File: config.mk
export PLATFORM = sky130hd
export DESIGN_NAME = eth_ipv4_udp_rx_parser
export DESIGN_NICKNAME = d
export VERILOG_FILES = /design/src/rtl/eur_pkg.sv /design/src/rtl/eth_ipv4_udp_rx_parser.sv /design/src/rtl/eur_front.sv /design/src/rtl/eur_queue.sv /design/src/rtl/eur_back.sv
export SDC_FILE = /design/constraint.sdc
export NUM_CORES = 1
export LEC_CHECK = 0
export ABC_AREA = 0
export BUFFER_PORTS_ARGS = -buffer_cell sky130_fd_sc_hd__buf_2
export CORE_MARGIN = 2
export CORE_UTILIZATION = 55
export DETAILED_ROUTE_END_ITERATION = 6
export MAX_ROUTING_LAYER = met4
export PLACE_DENSITY = 0.77
export SYNTH_ARGS = -nofsm -noshare
export SYNTH_HDL_FRONTEND = slang
export SYNTH_SLANG_ARGS = --single-unit
File: constraint.sdc
create_clock -name clk -period 10.6 [get_ports clk]
set_input_delay 1.06 -clock clk [delete_from_list [all_inputs] [get_ports clk]]
set_output_delay 1.06 -clock clk [all_outputs]
set_load 0.05 [all_outputs]
File: src/rtl/eur_pkg.sv
// Shared types and constants for the Ethernet/IPv4/UDP receive parser.
// Holds the queued word format, field selector codes and result error codes.
// No dependencies.
package eur_pkg;

	localparam int unsigned COUNT_W = 17;
	localparam int unsigned LEN_W   = COUNT_W + 1;
	localparam logic [COUNT_W-1:0] COUNT_MAX = '1;

	localparam int unsigned QDEPTH = 2;
	localparam int unsigned QPTR_W = $clog2(QDEPTH);
	localparam int unsigned QCNT_W = $clog2(QDEPTH + 1);

	typedef enum logic [3:0] {
		FLD_NONE,
		FLD_DST_MAC,
		FLD_SRC_MAC,
		FLD_ETHERTYPE,
		FLD_VER_IHL,
		FLD_TOS,
		FLD_TOTAL_LEN,
		FLD_FLAGS,
		FLD_PROTO,
		FLD_SRC_IP,
		FLD_DST_IP,
		FLD_SRC_PORT,
		FLD_DST_PORT,
		FLD_UDP_LEN
	} field_t;

	// one classified frame word as it travels from front to back
	typedef struct packed {
		logic [7:0]       data;
		logic             last;
		field_t           field;
		logic             odd;
		logic             hdr_sum;
		logic             pseudo_len;
		logic             pseudo_proto;
		logic             payload;
		logic [LEN_W-1:0] len;
	} item_t;

	localparam logic [3:0] ERR_OK        = 4'd0;
	localparam logic [3:0] ERR_SHORT     = 4'd1;
	localparam logic [3:0] ERR_ETHERTYPE = 4'd2;
	localparam logic [3:0] ERR_IP_CSUM   = 4'd3;
	localparam logic [3:0] ERR_VER_IHL   = 4'd4;
	localparam logic [3:0] ERR_DSCP      = 4'd5;
	localparam logic [3:0] ERR_TOTAL_LEN = 4'd6;
	localparam logic [3:0] ERR_FRAGMENT  = 4'd7;
	localparam logic [3:0] ERR_PROTO     = 4'd8;
	localparam logic [3:0] ERR_UDP_CSUM  = 4'd9;
	localparam logic [3:0] ERR_UDP_LEN   = 4'd10;
	localparam logic [3:0] ERR_UDP_MIN   = 4'd11;

	localparam logic [15:0]      ETHERTYPE_IPV4 = 16'h0800;
	localparam logic [7:0]       VER_IHL_BASIC  = 8'h45;
	localparam logic [7:0]       PROTO_UDP      = 8'd17;
	localparam int unsigned      MF_BIT         = 13;
	localparam logic [15:0]      IP_HDR_LEN     = 16'd20;
	localparam logic [15:0]      UDP_HDR_LEN    = 16'd8;
	localparam logic [15:0]      SUM_OK         = 16'hFFFF;
	localparam logic [5:0]       PAYLOAD_OFFSET = 6'd42;
	localparam logic [LEN_W-1:0] MIN_FRAME_LEN  = LEN_W'(42);
	localparam logic [LEN_W-1:0] ETH_HDR_LEN    = LEN_W'(14);
	localparam logic [LEN_W-1:0] L4_BASE        = LEN_W'(34);

endpackage

File: src/rtl/eth_ipv4_udp_rx_parser.sv
// Ethernet/IPv4/UDP receive header parser with checksum checks.
// Input channel: in_valid/in_ready with data_byte and last_byte, one frame
// byte per word, destination MAC first; last_byte marks the end of a frame.
// Output channel: out_valid/out_ready, one result word per frame carrying
// accepted, error_code (first failing check) and, when accepted, MACs, IPs,
// ports, payload_offset and payload_length; all zero on a reject.
// Throughput: one byte per cycle, sustained across frame boundaries while results are taken.
// The last byte passes through the queue, and the result is registered when the back end pops it.
// A byte counter in the front end tags each byte; the back end keeps running
// one's-complement sums, so the cost per byte is one 16-bit end-around add per sum.
// A two-word queue separates the two ends and one output register holds
// the result. While a result waits, non-final bytes of the next frame keep
// draining; a final byte waits at the queue head, and in_ready falls once
// the queue is full.
// Reset (arst_n low) clears the byte counter, the queue, the sums and all
// captured fields; no clearing pass is needed.
// Depends on eur_pkg, eur_front, eur_queue and eur_back.
module eth_ipv4_udp_rx_parser (
	input  logic        clk,
	input  logic        arst_n,
	input  logic        in_valid,
	output logic        in_ready,
	input  logic [7:0]  data_byte,
	input  logic        last_byte,
	output logic        out_valid,
	input  logic        out_ready,
	output logic        accepted,
	output logic [3:0]  error_code,
	output logic [47:0] destination_mac,
	output logic [47:0] source_mac,
	output logic [31:0] source_ip,
	output logic [31:0] destination_ip,
	output logic [15:0] udp_src_port,
	output logic [15:0] udp_dst_port,
	output logic [5:0]  payload_offset,
	output logic [15:0] payload_length
);

	logic           q_full;
	logic           push;
	logic           pop;
	logic           item_valid;
	eur_pkg::item_t push_item;
	eur_pkg::item_t pop_item;

	eur_front u_front (
		.clk       (clk),
		.arst_n    (arst_n),
		.in_valid  (in_valid),
		.in_ready  (in_ready),
		.data_byte (data_byte),
		.last_byte (last_byte),
		.q_full    (q_full),
		.push      (push),
		.push_item (push_item)
	);

	eur_queue u_queue (
		.clk        (clk),
		.arst_n     (arst_n),
		.push       (push),
		.push_item  (push_item),
		.full       (q_full),
		.pop        (pop),
		.item_valid (item_valid),
		.pop_item   (pop_item)
	);

	eur_back u_back (
		.clk             (clk),
		.arst_n          (arst_n),
		.item_valid      (item_valid),
		.item            (pop_item),
		.pop             (pop),
		.out_valid       (out_valid),
		.out_ready       (out_ready),
		.accepted        (accepted),
		.error_code      (error_code),
		.destination_mac (destination_mac),
		.source_mac      (source_mac),
		.source_ip       (source_ip),
		.destination_ip  (destination_ip),
		.udp_src_port    (udp_src_port),
		.udp_dst_port    (udp_dst_port),
		.payload_offset  (payload_offset),
		.payload_length  (payload_length)
	);

endmodule

File: src/rtl/eur_front.sv
// Front end: accepts frame bytes, keeps the byte position and tags each byte.
// Uses eur_pkg; feeds eur_queue.
module eur_front (
	input  logic                clk,
	input  logic                arst_n,
	input  logic                in_valid,
	output logic                in_ready,
	input  logic [7:0]          data_byte,
	input  logic                last_byte,
	input  logic                q_full,
	output logic                push,
	output eur_pkg::item_t      push_item
);

	logic [eur_pkg::COUNT_W-1:0] count_q;
	eur_pkg::item_t              it;

	assign in_ready  = !q_full;
	assign push      = in_valid && !q_full;
	assign push_item = it;

	always_comb begin
		it              = '0;
		it.data         = data_byte;
		it.last         = last_byte;
		it.len          = eur_pkg::LEN_W'(count_q) + eur_pkg::LEN_W'(1);
		it.odd          = count_q[0];
		it.hdr_sum      = (count_q >= 17'd14) && (count_q < 17'd34);
		it.pseudo_len   = (count_q == 17'd18);
		it.pseudo_proto = (count_q == 17'd19);
		it.payload      = (count_q >= 17'd34);
		it.field        = eur_pkg::FLD_NONE;
		if (count_q < 17'd6) begin
			it.field = eur_pkg::FLD_DST_MAC;
		end else if (count_q < 17'd12) begin
			it.field = eur_pkg::FLD_SRC_MAC;
		end else if (count_q < 17'd14) begin
			it.field = eur_pkg::FLD_ETHERTYPE;
		end else if (count_q == 17'd14) begin
			it.field = eur_pkg::FLD_VER_IHL;
		end else if (count_q == 17'd15) begin
			it.field = eur_pkg::FLD_TOS;
		end else if (count_q < 17'd18) begin
			it.field = eur_pkg::FLD_TOTAL_LEN;
		end else if (count_q == 17'd20 || count_q == 17'd21) begin
			it.field = eur_pkg::FLD_FLAGS;
		end else if (count_q == 17'd23) begin
			it.field = eur_pkg::FLD_PROTO;
		end else if (count_q >= 17'd26 && count_q < 17'd30) begin
			it.field = eur_pkg::FLD_SRC_IP;
		end else if (count_q >= 17'd30 && count_q < 17'd34) begin
			it.field = eur_pkg::FLD_DST_IP;
		end else if (count_q == 17'd34 || count_q == 17'd35) begin
			it.field = eur_pkg::FLD_SRC_PORT;
		end else if (count_q == 17'd36 || count_q == 17'd37) begin
			it.field = eur_pkg::FLD_DST_PORT;
		end else if (count_q == 17'd38 || count_q == 17'd39) begin
			it.field = eur_pkg::FLD_UDP_LEN;
		end
	end

	// byte position, saturating; back to zero after the last byte
	always_ff @(posedge clk or negedge arst_n) begin
		if (!arst_n) begin
			count_q <= '0;
		end else if (push) begin
			if (last_byte) begin
				count_q <= '0;
			end else if (count_q != eur_pkg::COUNT_MAX) begin
				count_q <= count_q + 1'b1;
			end
		end
	end

endmodule

File: src/rtl/eur_queue.sv
// Short word queue between the front and back ends.
// Uses eur_pkg for the word format and depth.
module eur_queue (
	input  logic           clk,
	input  logic           arst_n,
	input  logic           push,
	input  eur_pkg::item_t push_item,
	output logic           full,
	input  logic           pop,
	output logic           item_valid,
	output eur_pkg::item_t pop_item
);

	eur_pkg::item_t              mem_q [eur_pkg::QDEPTH];
	logic [eur_pkg::QPTR_W-1:0] wr_ptr_q;
	logic [eur_pkg::QPTR_W-1:0] rd_ptr_q;
	logic [eur_pkg::QCNT_W-1:0] count_q;

	assign full       = (count_q == eur_pkg::QCNT_W'(eur_pkg::QDEPTH));
	assign item_valid = (count_q != '0);
	assign pop_item   = mem_q[rd_ptr_q];

	always_ff @(posedge clk) begin
		if (push) begin
			mem_q[wr_ptr_q] <= push_item;
		end
	end

	always_ff @(posedge clk or negedge arst_n) begin
		if (!arst_n) begin
			wr_ptr_q <= '0;
			rd_ptr_q <= '0;
			count_q  <= '0;
		end else begin
			if (push) begin
				wr_ptr_q <= wr_ptr_q + 1'b1;
			end
			if (pop) begin
				rd_ptr_q <= rd_ptr_q + 1'b1;
			end
			case ({push, pop})
				2'b10:   count_q <= count_q + 1'b1;
				2'b01:   count_q <= count_q - 1'b1;
				default: count_q <= count_q;
			endcase
		end
	end

	a_no_push_full: assert property (@(posedge clk) disable iff (!arst_n)
		full |-> !push) else $error("queue written while full");
	a_no_pop_empty: assert property (@(posedge clk) disable iff (!arst_n)
		!item_valid |-> !pop) else $error("queue read while empty");
	a_count_up: assert property (@(posedge clk) disable iff (!arst_n)
		(push && !pop) |=> (count_q == $past(count_q) + 1'b1))
		else $error("queue count lost a word");

endmodule

File: src/rtl/eur_back.sv
// Back end: captures header fields, runs both one's-complement sums and
// judges the frame on its last byte. Uses eur_pkg; fed by eur_queue.
module eur_back (
	input  logic           clk,
	input  logic           arst_n,
	input  logic           item_valid,
	input  eur_pkg::item_t item,
	output logic           pop,
	output logic           out_valid,
	input  logic           out_ready,
	output logic           accepted,
	output logic [3:0]     error_code,
	output logic [47:0]    destination_mac,
	output logic [47:0]    source_mac,
	output logic [31:0]    source_ip,
	output logic [31:0]    destination_ip,
	output logic [15:0]    udp_src_port,
	output logic [15:0]    udp_dst_port,
	output logic [5:0]     payload_offset,
	output logic [15:0]    payload_length
);

	typedef struct packed {
		logic [47:0] dst_mac;
		logic [47:0] src_mac;
		logic [15:0] ethertype;
		logic [7:0]  ver_ihl;
		logic [7:0]  tos;
		logic [15:0] total_len;
		logic [15:0] flags;
		logic [7:0]  proto;
		logic [31:0] src_ip;
		logic [31:0] dst_ip;
		logic [15:0] src_port;
		logic [15:0] dst_port;
		logic [15:0] udp_len;
		logic [15:0] hdr_sum;
		logic [15:0] udp_sum;
	} frame_t;

	function automatic logic [15:0] oc_add(input logic [15:0] a, input logic [15:0] b);
		logic [16:0] s;
		s = {1'b0, a} + {1'b0, b};
		return s[15:0] + {15'd0, s[16]};
	endfunction

	frame_t      frame_q;
	frame_t      frame_d;
	logic [15:0] word;
	logic [15:0] udp_term;
	logic        udp_add;
	logic [3:0]  err;
	logic        out_valid_q;
	logic        accepted_q;
	logic [3:0]  error_code_q;
	logic [47:0] dst_mac_q;
	logic [47:0] src_mac_q;
	logic [31:0] src_ip_q;
	logic [31:0] dst_ip_q;
	logic [15:0] src_port_q;
	logic [15:0] dst_port_q;
	logic [5:0]  offset_q;
	logic [15:0] pay_len_q;

	assign pop  = item_valid && (!item.last || !out_valid_q || out_ready);
	assign word = item.odd ? {8'h00, item.data} : {item.data, 8'h00};

	always_comb begin
		frame_d = frame_q;
		unique case (item.field)
			eur_pkg::FLD_DST_MAC:   frame_d.dst_mac = {frame_q.dst_mac[39:0], item.data};
			eur_pkg::FLD_SRC_MAC:   frame_d.src_mac = {frame_q.src_mac[39:0], item.data};
			eur_pkg::FLD_ETHERTYPE: frame_d.ethertype = {frame_q.ethertype[7:0], item.data};
			eur_pkg::FLD_VER_IHL:   frame_d.ver_ihl = item.data;
			eur_pkg::FLD_TOS:       frame_d.tos = item.data;
			eur_pkg::FLD_TOTAL_LEN: frame_d.total_len = {frame_q.total_len[7:0], item.data};
			eur_pkg::FLD_FLAGS:     frame_d.flags = {frame_q.flags[7:0], item.data};
			eur_pkg::FLD_PROTO:     frame_d.proto = item.data;
			eur_pkg::FLD_SRC_IP:    frame_d.src_ip = {frame_q.src_ip[23:0], item.data};
			eur_pkg::FLD_DST_IP:    frame_d.dst_ip = {frame_q.dst_ip[23:0], item.data};
			eur_pkg::FLD_SRC_PORT:  frame_d.src_port = {frame_q.src_port[7:0], item.data};
			eur_pkg::FLD_DST_PORT:  frame_d.dst_port = {frame_q.dst_port[7:0], item.data};
			eur_pkg::FLD_UDP_LEN:   frame_d.udp_len = {frame_q.udp_len[7:0], item.data};
			default:                frame_d = frame_q;
		endcase

		if (item.hdr_sum) begin
			frame_d.hdr_sum = oc_add(frame_q.hdr_sum, word);
		end

		// pseudo-header terms ride on otherwise idle byte positions
		udp_add  = 1'b0;
		udp_term = '0;
		if (item.pseudo_len) begin
			udp_add  = 1'b1;
			udp_term = frame_q.total_len - eur_pkg::IP_HDR_LEN;
		end else if (item.pseudo_proto) begin
			udp_add  = 1'b1;
			udp_term = {8'h00, eur_pkg::PROTO_UDP};
		end else if (item.field == eur_pkg::FLD_SRC_IP || item.field == eur_pkg::FLD_DST_IP) begin
			udp_add  = 1'b1;
			udp_term = word;
		end else if (item.payload && (item.len <= eur_pkg::ETH_HDR_LEN +
				eur_pkg::LEN_W'(frame_q.total_len))) begin
			udp_add  = 1'b1;
			udp_term = word;
		end
		if (udp_add) begin
			frame_d.udp_sum = oc_add(frame_q.udp_sum, udp_term);
		end
	end

	always_comb begin
		if (item.len < eur_pkg::MIN_FRAME_LEN) begin
			err = eur_pkg::ERR_SHORT;
		end else if (frame_d.ethertype != eur_pkg::ETHERTYPE_IPV4) begin
			err = eur_pkg::ERR_ETHERTYPE;
		end else if (frame_d.hdr_sum != eur_pkg::SUM_OK) begin
			err = eur_pkg::ERR_IP_CSUM;
		end else if (frame_d.ver_ihl != eur_pkg::VER_IHL_BASIC) begin
			err = eur_pkg::ERR_VER_IHL;
		end else if (frame_d.tos != 8'h00) begin
			err = eur_pkg::ERR_DSCP;
		end else if (item.len < eur_pkg::ETH_HDR_LEN + eur_pkg::LEN_W'(frame_d.total_len)) begin
			err = eur_pkg::ERR_TOTAL_LEN;
		end else if (frame_d.flags[eur_pkg::MF_BIT] || (frame_d.flags[12:0] != 13'd0)) begin
			err = eur_pkg::ERR_FRAGMENT;
		end else if (frame_d.proto != eur_pkg::PROTO_UDP) begin
			err = eur_pkg::ERR_PROTO;
		end else if (frame_d.udp_sum != eur_pkg::SUM_OK) begin
			err = eur_pkg::ERR_UDP_CSUM;
		end else if (item.len < eur_pkg::L4_BASE + eur_pkg::LEN_W'(frame_d.udp_len)) begin
			err = eur_pkg::ERR_UDP_LEN;
		end else if (frame_d.udp_len < eur_pkg::UDP_HDR_LEN) begin
			err = eur_pkg::ERR_UDP_MIN;
		end else begin
			err = eur_pkg::ERR_OK;
		end
	end

	always_ff @(posedge clk or negedge arst_n) begin
		if (!arst_n) begin
			frame_q     <= '0;
			out_valid_q <= 1'b0;
		end else begin
			if (pop) begin
				frame_q <= item.last ? '0 : frame_d;
			end
			if (pop && item.last) begin
				out_valid_q <= 1'b1;
			end else if (out_ready) begin
				out_valid_q <= 1'b0;
			end
		end
	end

	always_ff @(posedge clk) begin
		if (pop && item.last) begin
			accepted_q   <= (err == eur_pkg::ERR_OK);
			error_code_q <= err;
			if (err == eur_pkg::ERR_OK) begin
				dst_mac_q  <= frame_d.dst_mac;
				src_mac_q  <= frame_d.src_mac;
				src_ip_q   <= frame_d.src_ip;
				dst_ip_q   <= frame_d.dst_ip;
				src_port_q <= frame_d.src_port;
				dst_port_q <= frame_d.dst_port;
				offset_q   <= eur_pkg::PAYLOAD_OFFSET;
				pay_len_q  <= frame_d.udp_len - eur_pkg::UDP_HDR_LEN;
			end else begin
				dst_mac_q  <= '0;
				src_mac_q  <= '0;
				src_ip_q   <= '0;
				dst_ip_q   <= '0;
				src_port_q <= '0;
				dst_port_q <= '0;
				offset_q   <= '0;
				pay_len_q  <= '0;
			end
		end
	end

	assign out_valid       = out_valid_q;
	assign accepted        = accepted_q;
	assign error_code      = error_code_q;
	assign destination_mac = dst_mac_q;
	assign source_mac      = src_mac_q;
	assign source_ip       = src_ip_q;
	assign destination_ip  = dst_ip_q;
	assign udp_src_port    = src_port_q;
	assign udp_dst_port    = dst_port_q;
	assign payload_offset  = offset_q;
	assign payload_length  = pay_len_q;

	a_last_gives_result: assert property (@(posedge clk) disable iff (!arst_n)
		(pop && item.last) |=> out_valid_q) else $error("last byte without result");
	a_sums_cleared: assert property (@(posedge clk) disable iff (!arst_n)
		(pop && item.last) |=> (frame_q.hdr_sum == '0 && frame_q.udp_sum == '0))
		else $error("frame state not cleared after last byte");
	a_accept_code: assert property (@(posedge clk) disable iff (!arst_n)
		out_valid_q |-> (accepted_q == (error_code_q == eur_pkg::ERR_OK)))
		else $error("accept flag disagrees with error code");

endmodule

==> flow_summary.json <==
{
  "clk_pin_slew_ns": 0.06,
  "hold_buffers": 0,
  "final_antenna_net_count": 0,
  "finalSetupViolations": 0,
  "max_stage_delay_ns": 0.51,
  "r2r_start": "u_back.frame_q[171]",
  "path_class": "flip-flop to flip-flop",
  "hold_class": "input pin to async pin",
  "end_kind": "flip-flop",
  "cts_sinks": 617,
  "synth_seq_cells": 617,
  "grt-ovfl-total": 0,
  "p_per_area_nw_per_um2": 292,
  "slew_headroom_pct": 14.2,
  "die_height_um": 247,
  "synth_top_cell_area_share_pct": 26.3,
  "dieWidth_um": 247,
  "layout_commonest_cell": "dfrtp_1",
  "leakage_nw": 15.4,
  "wire_per_inst_um": 22.3,
  "clk_latency_ns": 0.61,
  "start_util_pct": 55.4,
  "p_sw_share_pct": 45.8,
  "layout_setup_ws_ns": 0.898,
  "grt_pass1_wl_mm": 132,
  "cpMaxStageDelayCell": "dfrtp_1",
  "post_cts_resized": 0,
  "viasPerCell": 6.36,
  "syn-cell-area_um2": 32600,
  "whs_ns": 0.428,
  "max-vdd-ir-drop_uv": 227,
  "yosysWarnings": 0,
  "syn_inst": 2824,
  "synth_top_area_cell": "edfxtp_1",
  "synthDistinctLibCells": 96,
  "rsz0062_at_grt": "no",
  "fin_crit_sh_pct": 91.5,
  "combPwrFrac_pct": 46.1,
  "place_area_um2": 34300,
  "wl_met3_mm": 6.60,
  "power_switching_w": 0.00487,
  "synth-edff-count": 285,
  "syn_area_per_cell_um2": 11.5,
  "post-route-min-period_ns": 9.70,
  "place_ws_ns": 1.17,
  "track_usage_pct": 28.5,
  "synthTopCellsByArea": "edfxtp_1, dfrtp_1, nor3_2",
  "async_flop_share_pct": 53.8,
  "cts_tree": "built",
  "highest_layer": "met4",
  "dominantRegCellSynth": "dfrtp_1",
  "drc": 0,
  "crit_fanout": 119,
  "fmax_ghz": 0.103,
  "place_congestion": 0.997,
  "hold_viol": 0,
  "synth_sequential_area_ratio_pct": 51.8,
  "tns_ns": 0,
  "cp.required_ns": 11.02,
  "cts_setup_buffers": 0,
  "placementRows": 89,
  "met1_length_mm": 35.6,
  "arrival_ns": 10.12,
  "area_growth_pct": 11.8,
  "cts_max_level": 3,
  "intPower_w": 0.00577,
  "multi_input_area_um2": 14800,
  "worst_pin_slew_ns": 1.28,
  "grt_pass1_vias": 23300,
  "cts_max_path_buffers": 3,
  "skew_ns": 0.0256,
  "cts-buffers-inserted": 68,
  "crit_path_start_kind": "flip-flop",
  "report.final.slew_viol_count": 0,
  "drtPass1Iterations": 5,
  "pwr-share-clk_pct": 21.4,
  "diodes": 0,
  "status": "completed",
  "final_core_util_pct": 62.0,
  "vias": 24200,
  "coreArea_um2": 58800,
  "p_seq_share_pct": 32.5,
  "dr_wl_met2_mm": 39.0,
  "final-seq-area_um2": 16900,
  "drive_gt1_share_pct": 21.2,
  "dieArea_um2": 61200,
  "worst-r2r-setup-slack_ns": 0.90,
  "root_buffer": "clkbuf_16",
  "fillCellCount": 4537,
  "antenna_found_initial": 0,
  "cap_violations": 0,
  "io_pins": 234,
  "drt_wl_total_mm": 84.8,
  "startpoint": "u_back.frame_q[171]",
  "stdcell_area_um2": 36400,
  "io_buffers": 230,
  "drt_iter0_drc": 2413,
  "final_cell_mix": "dfrtp_1, edfxtp_1, buf_2",
  "dp_hpwl_mm": 55.6,
  "nNetsFinal": 3091,
  "grt_max_degree": 166
}
[cell families (layout without fill, tap and decap cells)]
group / after synthesis / in the layout / synth area share [%]
adders and majority gates: 101 / 101 / 3.93
DFF: 617 / 617 / 51.8
xor gates and xnor gates: 116 / 116 / 3.17
AOI/OAI and AO/OA: 696 / 696 / 15.5
other: 1 / 3 / 0.0115
buffers and inverters: 225 / 431 / 3.44
muxes: 201 / 201 / 6.28
and+or+nand+nor: 867 / 867 / 15.9
[power groups by stage]
stage               clock [W]  combinational [W]  sequential (W)
finish                0.00228            0.00490         0.00345
global route          0.00242            0.00525         0.00350
CTS                   0.00232            0.00485         0.00345
detailed placement          0            0.00482         0.00349
global placement            0            0.00474         0.00347
floorplan                   0            0.00259         0.00439
[critical path, delay by kind of cell (launching register included)]
family,cells,cell delay [ns]
and+or+nand+nor,15,4.01
AOI/OAI and AO/OA,13,2.79
adders and majority gates,4,1.15
buffers and inverters,3,0.54
DFF,1,0.51
xor gates and xnor gates,1,0.32
[area by class of cell]
type / instances / area share [%]
Inverter: 38 / 0.392
Clock buffer: 102 / 5.50
Multi-Input combinational cell: 1984 / 40.5
Timing Repair Buffer: 268 / 4.18
Clock inverter: 23 / 0.453
Sequential cell: 617 / 46.3
Tap cell: 773 / 2.65
[stage by stage]
step	power (W)	cells
after floorplan	0.00698	2826
after global placement	0.00822	3679
after detailed placement	0.00831	3679
after CTS	0.0106	3804
after global routing	0.0112	3805
final	0.0106	3805
[Yosys cell counts, types with 9 or more instances]
cell type / count
dfrtp_1: 332
edfxtp_1: 285
a22o_1: 221
nand2_1: 220
nor3_2: 198
nor2_1: 189
mux2i_1: 173
o21ai_0: 152
clkbuf_1: 106
a21oi_1: 105
ha_1: 99
xnor2_1: 60
xor2_1: 55
nand3_1: 52
inv_1: 37
a21o_1: 32
nor3_1: 30
and3_1: 28
mux2_2: 28
buf_6: 24
nor4_1: 24
buf_2: 22
nand4_1: 20
o22ai_1: 20
buf_4: 18
a31oi_1: 17
buf_1: 17
or3_1: 17
o21ai_1: 16
o211ai_1: 13
nor2b_1: 12
a211o_1: 11
nand2b_1: 11
a211oi_1: 10
nor4b_1: 9
[worst paths after layout]
kind / cells after the start / end
min: 1 / u_back.frame_q[98]
max: 36 / u_back.source_mac[47]
min in group clk: 2 / u_back.frame_q[43]
min reg2reg: 2 / u_back.frame_q[43]
max in group asynchronous: 2 / u_back.frame_q[272]
max reg2reg: 36 / u_back.source_mac[47]
[layer usage]
metal | vias up | global-route usage, %
li1 | 10900 | -
met1 | 12000 | 38.3
met2 | 1038 | 42.7
met3 | 192 | 4.70
met4 | 0 | 12.6
met5 | - | -
[flip-flops by register name, indices dropped and copies added (netlist names), 2 cells and up]
| name | cells |
|---|---|
| u_back.source_ip | 32 |
| u_back.udp_src_port | 16 |
| u_queue.mem_q | 72 |
| u_queue.count_q | 2 |
| u_back.udp_dst_port | 16 |
| u_back.frame_q | 310 |
| u_back.payload_length | 16 |
| u_back.source_mac | 48 |
| u_back.destination_mac | 48 |
| u_front.count_q | 17 |
| u_back.error_code | 4 |
| u_back.destination_ip | 32 |
Power figures use the tool's default switching activity.
